## src/assert_macros.svh

```systemverilog
// Assertion macros used by the top-level RTL file.
`ifndef ASSERT_MACROS_SVH
`define ASSERT_MACROS_SVH
`ifndef ASSERT_OFF
`define ASSERT_IMPL(lbl, pre, cons, msg) \
  lbl: assert property (@(posedge clk_i) disable iff (!rst_ni) (pre) |-> (cons)) \
    else $error(msg);
`define ASSERT_NEXT(lbl, pre, cons, msg) \
  lbl: assert property (@(posedge clk_i) disable iff (!rst_ni) (pre) |=> (cons)) \
    else $error(msg);
`else
`define ASSERT_IMPL(lbl, pre, cons, msg)
`define ASSERT_NEXT(lbl, pre, cons, msg)
`endif
`endif

```

## src/bitu_pkg.sv

```systemverilog
// Types, constants and helpers of the broadcast index translate unit.
`default_nettype none
package bitu_pkg;
  localparam int IdxW     = 16;
  localparam int DivBits  = 4;
  localparam int DivSteps = IdxW / DivBits;

  typedef enum logic [3:0] {
    REG_A_SHAPE   = 4'd0,
    REG_A_STRIDE  = 4'd1,
    REG_B_SHAPE   = 4'd2,
    REG_B_STRIDE  = 4'd3,
    REG_OUT_SHAPE = 4'd4,
    REG_A_RANK    = 4'd5,
    REG_B_RANK    = 4'd6,
    REG_OUT_RANK  = 4'd7
  } reg_idx_e;

  typedef struct packed {
    logic [IdxW-1:0] rem;
    logic [IdxW-1:0] num;
    logic [IdxW-1:0] acc_a;
    logic [IdxW-1:0] acc_b;
  } stage_t;

  typedef struct packed {
    logic [IdxW-1:0] size;
    logic            a_en;
    logic [IdxW-1:0] a_stride;
    logic            b_en;
    logic [IdxW-1:0] b_stride;
  } dim_cfg_t;

  function automatic logic [IdxW-1:0] lane(input logic [63:0] p, input logic [1:0] d);
    lane = p[d*IdxW +: IdxW];
  endfunction
endpackage
`default_nettype wire

```

## src/bitu_divstep.sv

```systemverilog
// One registered stage of the restoring divider, DivBits quotient bits per stage.
`default_nettype none
module bitu_divstep import bitu_pkg::*; (
  input  wire logic      clk_i,
  input  wire logic      rst_ni,
  input  wire logic [IdxW-1:0] size_i,
  input  wire logic      valid_i,
  input  wire stage_t    data_i,
  input  wire logic      next_load_i,
  output logic           load_o,
  output logic           valid_o,
  output stage_t         data_o
);
  logic   valid_q;
  stage_t data_q, data_d;

  always_comb begin
    logic [IdxW:0]   t;
    logic [IdxW-1:0] r;
    logic [IdxW-1:0] n;
    r = data_i.rem;
    n = data_i.num;
    t = '0;
    for (int i = 0; i < DivBits; i++) begin
      t = {r, n[IdxW-1]};
      n = {n[IdxW-2:0], 1'b0};
      if (t >= {1'b0, size_i}) begin
        t    = t - {1'b0, size_i};
        n[0] = 1'b1;
      end
      r = t[IdxW-1:0];
    end
    data_d     = data_i;
    data_d.rem = r;
    data_d.num = n;
  end

  assign load_o = !valid_q || next_load_i;

  always_ff @(posedge clk_i or negedge rst_ni) begin
    if (!rst_ni) begin
      valid_q <= 1'b0;
    end else if (load_o) begin
      valid_q <= valid_i;
    end
  end

  always_ff @(posedge clk_i) begin
    if (load_o) begin
      data_q <= data_d;
    end
  end

  assign valid_o = valid_q;
  assign data_o  = data_q;
endmodule
`default_nettype wire

```

## src/bitu_mac.sv

```systemverilog
// Registered stage adding coordinate times stride to each enabled source index.
`default_nettype none
module bitu_mac import bitu_pkg::*; (
  input  wire logic      clk_i,
  input  wire logic      rst_ni,
  input  wire dim_cfg_t  cfg_i,
  input  wire logic      valid_i,
  input  wire stage_t    data_i,
  input  wire logic      next_load_i,
  output logic           load_o,
  output logic           valid_o,
  output stage_t         data_o
);
  logic   valid_q;
  stage_t data_q, data_d;

  always_comb begin
    logic [2*IdxW-1:0] pa;
    logic [2*IdxW-1:0] pb;
    pa = data_i.rem * cfg_i.a_stride;
    pb = data_i.rem * cfg_i.b_stride;
    data_d     = data_i;
    data_d.rem = '0;  // quotient in num is the next dimension's dividend
    if (cfg_i.a_en) begin
      data_d.acc_a = data_i.acc_a + pa[IdxW-1:0];
    end
    if (cfg_i.b_en) begin
      data_d.acc_b = data_i.acc_b + pb[IdxW-1:0];
    end
  end

  assign load_o = !valid_q || next_load_i;

  always_ff @(posedge clk_i or negedge rst_ni) begin
    if (!rst_ni) begin
      valid_q <= 1'b0;
    end else if (load_o) begin
      valid_q <= valid_i;
    end
  end

  always_ff @(posedge clk_i) begin
    if (load_o) begin
      data_q <= data_d;
    end
  end

  assign valid_o = valid_q;
  assign data_o  = data_q;
endmodule
`default_nettype wire

```

## src/bitu_dim.sv

```systemverilog
// One output dimension: divider stages followed by the accumulate stage.
`default_nettype none
module bitu_dim import bitu_pkg::*; (
  input  wire logic      clk_i,
  input  wire logic      rst_ni,
  input  wire dim_cfg_t  cfg_i,
  input  wire logic      valid_i,
  input  wire stage_t    data_i,
  input  wire logic      next_load_i,
  output logic           load_o,
  output logic           valid_o,
  output stage_t         data_o
);
  logic   v    [DivSteps+1];
  stage_t d    [DivSteps+1];
  logic   ld   [DivSteps+1];

  assign v[0] = valid_i;
  assign d[0] = data_i;

  for (genvar s = 0; s < DivSteps; s++) begin : g_div
    bitu_divstep u_div (
      .clk_i      (clk_i),
      .rst_ni     (rst_ni),
      .size_i     (cfg_i.size),
      .valid_i    (v[s]),
      .data_i     (d[s]),
      .next_load_i(ld[s+1]),
      .load_o     (ld[s]),
      .valid_o    (v[s+1]),
      .data_o     (d[s+1])
    );
  end

  bitu_mac u_mac (
    .clk_i      (clk_i),
    .rst_ni     (rst_ni),
    .cfg_i      (cfg_i),
    .valid_i    (v[DivSteps]),
    .data_i     (d[DivSteps]),
    .next_load_i(next_load_i),
    .load_o     (ld[DivSteps]),
    .valid_o    (valid_o),
    .data_o     (data_o)
  );

  assign load_o = ld[0];
endmodule
`default_nettype wire

```

## config.mk

```make
export PLATFORM = sky130hd
export DESIGN_NAME = bitu_dim
export DESIGN_NICKNAME = d
export VERILOG_FILES = /design/src/assert_macros.svh /design/src/bitu_pkg.sv /design/src/bitu_divstep.sv /design/src/bitu_mac.sv /design/src/bitu_dim.sv
export SDC_FILE = /design/constraint.sdc
export NUM_CORES = 2
export LEC_CHECK = 0
export BUFFER_PORTS_ARGS = -buffer_cell sky130_fd_sc_hd__buf_2
export CORE_MARGIN = 3
export CORE_UTILIZATION = 35
export DETAILED_ROUTE_END_ITERATION = 16
export GPL_TIMING_DRIVEN = 0
export MAX_ROUTING_LAYER = met4
export PLACE_DENSITY = 0.59
export SKIP_CTS_REPAIR_TIMING = 1
export SYNTH_ARGS = -nofsm -noshare
export SYNTH_HDL_FRONTEND = slang
export SYNTH_SLANG_ARGS = --single-unit
export TNS_END_PERCENT = 10
```

## constraint.sdc

```tcl
create_clock -name clk_i -period 23.2 [get_ports clk_i]
set_clock_uncertainty 0.2 [all_clocks]
set_input_delay 3.48 -clock clk_i [delete_from_list [all_inputs] [get_ports clk_i]]
set_output_delay 3.48 -clock clk_i [all_outputs]
set_load 0.01 [all_outputs]
```

==> impl_metrics.prom <==
# TYPE chip_impl_metric gauge
chip_impl_info{name="status",value="finished, final reports clean"} 1
chip_impl_info{name="grt_setup_unrepaired",value="false"} 1
chip_impl_metric{name="pin_slew_with_the_least_headroom_to_its_limit",unit="ns"} 1.30
chip_impl_metric{name="finalSetupViolations",unit=""} 0
chip_impl_metric{name="number_of_library_cell_types_mapped_by_synthesis",unit=""} 83
chip_impl_metric{name="grt_max_degree",unit=""} 49
chip_impl_metric{name="clk_pin_slew_worst_paths",unit="ns"} 0.07
chip_impl_metric{name="vias_per_cell",unit=""} 5.24
chip_impl_metric{name="area_growth_syn_to_layout",unit="%"} 12.1
chip_impl_metric{name="synthesis.area_per_instance",unit="um^2"} 9.62
chip_impl_metric{name="totalWireLength",unit="um"} 95000
chip_impl_metric{name="layout-drive-gt1-share",unit="%"} 12.3
chip_impl_info{name="worstSetupEndpointType",value="register"} 1
chip_impl_metric{name="cts.sink_count",unit=""} 309
chip_impl_metric{name="cp_slowest_stage_delay",unit="ns"} 0.90
chip_impl_metric{name="crit_path_max_fanout",unit=""} 16
chip_impl_info{name="worst_setup_sp_type",value="input port"} 1
chip_impl_info{name="path_class_of_the_lowest_slack_min_delay_path",value="reg -> reg"} 1
chip_impl_info{name="ctsRootBufferMaster",value="clkbuf_16"} 1
chip_impl_metric{name="yosys_warnings",unit=""} 0
chip_impl_metric{name="synth.top_cell.area_share",unit="%"} 27.6
chip_impl_metric{name="place.gp.congestion",unit=""} 0.899
chip_impl_metric{name="die_footprint",unit="um^2"} 98400
chip_impl_metric{name="initial_util",unit="%"} 35.4
chip_impl_metric{name="layout_setup_ws",unit="ns"} 6.74
chip_impl_metric{name="first_pass_iters",unit=""} 5
chip_impl_metric{name="final_nets",unit=""} 4353
chip_impl_metric{name="grt_pass1_vias",unit=""} 25800
chip_impl_metric{name="hold_viol",unit=""} 0
chip_impl_metric{name="grt.overflow.total",unit=""} 0
chip_impl_metric{name="fp.dieH",unit="um"} 314
chip_impl_metric{name="place.detailed.hpwl",unit="um"} 72600
chip_impl_metric{name="fp.coreArea",unit="um^2"} 93600
chip_impl_metric{name="standard_cell_rows",unit=""} 112
chip_impl_metric{name="finalMaxSlewViolations",unit=""} 0
chip_impl_metric{name="io_buffer_count",unit=""} 161
chip_impl_metric{name="synth_edf_count",unit=""} 304
chip_impl_metric{name="critical_path_arrival",unit="ns"} 16.57
chip_impl_metric{name="data_required_critical_path",unit="ns"} 23.31
chip_impl_metric{name="floorplan.die.width",unit="um"} 314
chip_impl_metric{name="placedInstanceArea",unit="um^2"} 35800
chip_impl_metric{name="postSynth.asyncResetShare",unit="%"} 1.62
chip_impl_metric{name="yosysSeqAreaShare",unit="%"} 27.9
chip_impl_info{name="yosys.cell_count.top_type",value="inv_1"} 1
chip_impl_metric{name="grt_antenna_before_repair",unit=""} 9
chip_impl_metric{name="ant_nets",unit=""} 0
chip_impl_info{name="synth_largest_area_cell",value="edfxtp_1"} 1
chip_impl_metric{name="clock_tree.buffer_depth",unit=""} 3
chip_impl_metric{name="numCtsBuffers",unit=""} 41
chip_impl_metric{name="period_share",unit="%"} 71.0
chip_impl_metric{name="drc",unit=""} 0
chip_impl_metric{name="post_drt_wl_per_cell",unit="um"} 19.2
chip_impl_metric{name="mapped_area",unit="um^2"} 33100
chip_impl_metric{name="maximum_clock_frequency",unit="MHz"} 60.7
chip_impl_metric{name="grt_pass1_wl",unit="um"} 146000
chip_impl_metric{name="layout_min_cycle_time",unit="ns"} 16.46
chip_impl_info{name="path_class",value="in -> reg"} 1
chip_impl_metric{name="design.portCount",unit=""} 184
chip_impl_metric{name="flip_flop_and_latch_count_after_synthesis",unit=""} 309
chip_impl_info{name="ys_top_cells_by_area",value="edfxtp_1 28%, ha_1 14%, fa_1 12%"} 1
chip_impl_metric{name="drv_cap",unit=""} 0
chip_impl_metric{name="dp_slack",unit="ns"} 6.16
chip_impl_metric{name="globalRouteTotalUtil",unit="%"} 19.7
chip_impl_metric{name="timing.setup.tns",unit="ns"} 0
chip_impl_metric{name="routed-via-count",unit=""} 26000
chip_impl_metric{name="h-tree-depth",unit=""} 2
chip_impl_metric{name="relative_slew_slack",unit="%"} 13.2
chip_impl_metric{name="design_area",unit="um^2"} 37100
chip_impl_info{name="synth_common_cells",value="389 x inv_1, 360 x ha_1, 339 x nand2_1, 304 x edfxtp_1, 204 x fa_1"} 1
chip_impl_info{name="slowest_cp_cell",value="inv_1"} 1
chip_impl_metric{name="insertion_delay",unit="ns"} 0.59
chip_impl_metric{name="synthesis.instances",unit=""} 3442
chip_impl_metric{name="detail_route.iter0.violations",unit=""} 1556
chip_impl_info{name="synthFlopType",value="edfxtp_1"} 1
chip_impl_info{name="cts_tree",value="done"} 1
[worst max-delay path, delay by kind of cell]
kind,cells,cell delay (ns)
mux,2,0.82
fa+ha+maj,4,1.40
compound gates,19,5.63
buf+inv,10,3.10
simple gates,10,2.10
[cells by family after synthesis]
group | after synthesis | synth area share, %
AOI/OAI and AO/OA | 702 | 13.8
xor gates and xnor gates | 260 | 6.88
DFF | 309 | 27.9
adders and majority gates | 564 | 25.9
buffers and inverters | 491 | 5.81
muxes | 175 | 5.83
other | 1 | 0.0113
and+or+nand+nor | 940 | 13.8
[stage by stage]
| stage | instances | utilization, % | hold slack (ns) |
|---|---|---|---|
| after detailed placement | 4882 | 38.2 | 0.205 |
| after CTS | 4955 | 39.7 | 0.212 |
| after floorplan | 3457 | - | 0.200 |
| final | 4956 | 39.7 | 0.202 |
| after global placement | 4872 | 38.0 | 0.202 |
| after global routing | 4956 | 39.7 | 0.214 |
[layout by cell type, fill, tap and decap left out, types with 69 or more instances in the layout]
cell type,netlist,layout
a21o_1,69,69
a21oi_1,173,173
and2_1,103,103
buf_2,11,172
edfxtp_1,304,304
fa_1,204,204
ha_1,360,360
inv_1,389,387
mux2_2,143,143
nand2_1,339,337
nor2_1,169,169
o21ai_0,173,173
xnor2_1,201,201
[registers in the layout (all words and copies together) (netlist names)]
name                 cells
g_div.u_div.data_o     256
u_mac.data_o            48
g_div.u_div.valid_o      4
u_mac.valid_o            1
[cell type report]
| class | instances | area [um^2] |
|---|---|---|
| diodes | 1 | 2.50 |
| plain buffers | 97 | 445 |
| clock buffers | 46 | 1070 |
| clock inverters | 27 | 272 |
| fillers | 9418 | 56500 |
| inverters | 394 | 1480 |
| multi-input cells | 2657 | 22000 |
| flip-flops and latches | 309 | 9250 |
| well taps | 1254 | 1570 |
| repair buffers | 171 | 1010 |
[routing by layer]
metal | vias to the layer above | GRT usage, % | share of wire [%]
met5 | - | - | 0
met2 | 673 | 34.2 | 50
met1 | 12600 | 24.3 | 43
met4 | 0 | 5.21 | 2.7
met3 | 159 | 2.36 | 4.8
li1 | 12600 | - | -
[final timing paths]
kind                                      startpoint                         to  slack [ns]  depth (start not counted)
hold / removal             g_div[1].u_div.data_o[21]  g_div[2].u_div.data_o[21]        0.20                          0
setup / recovery                           cfg_i[36]  g_div[3].u_div.data_o[56]        6.74                         45
min in group asynchronous                     rst_ni     g_div[0].u_div.valid_o        2.52                          1
hold reg to reg            g_div[1].u_div.data_o[21]  g_div[2].u_div.data_o[21]        0.20                          0
setup reg to reg           g_div[0].u_div.data_o[48]  g_div[1].u_div.data_o[61]       10.29                         44
max in group asynchronous                     rst_ni     g_div[1].u_div.valid_o       20.15                          1
Power is left out: the tool's default activity adds up to more than one toggle a clock period on the data nets, which glitch-free logic cannot reach.
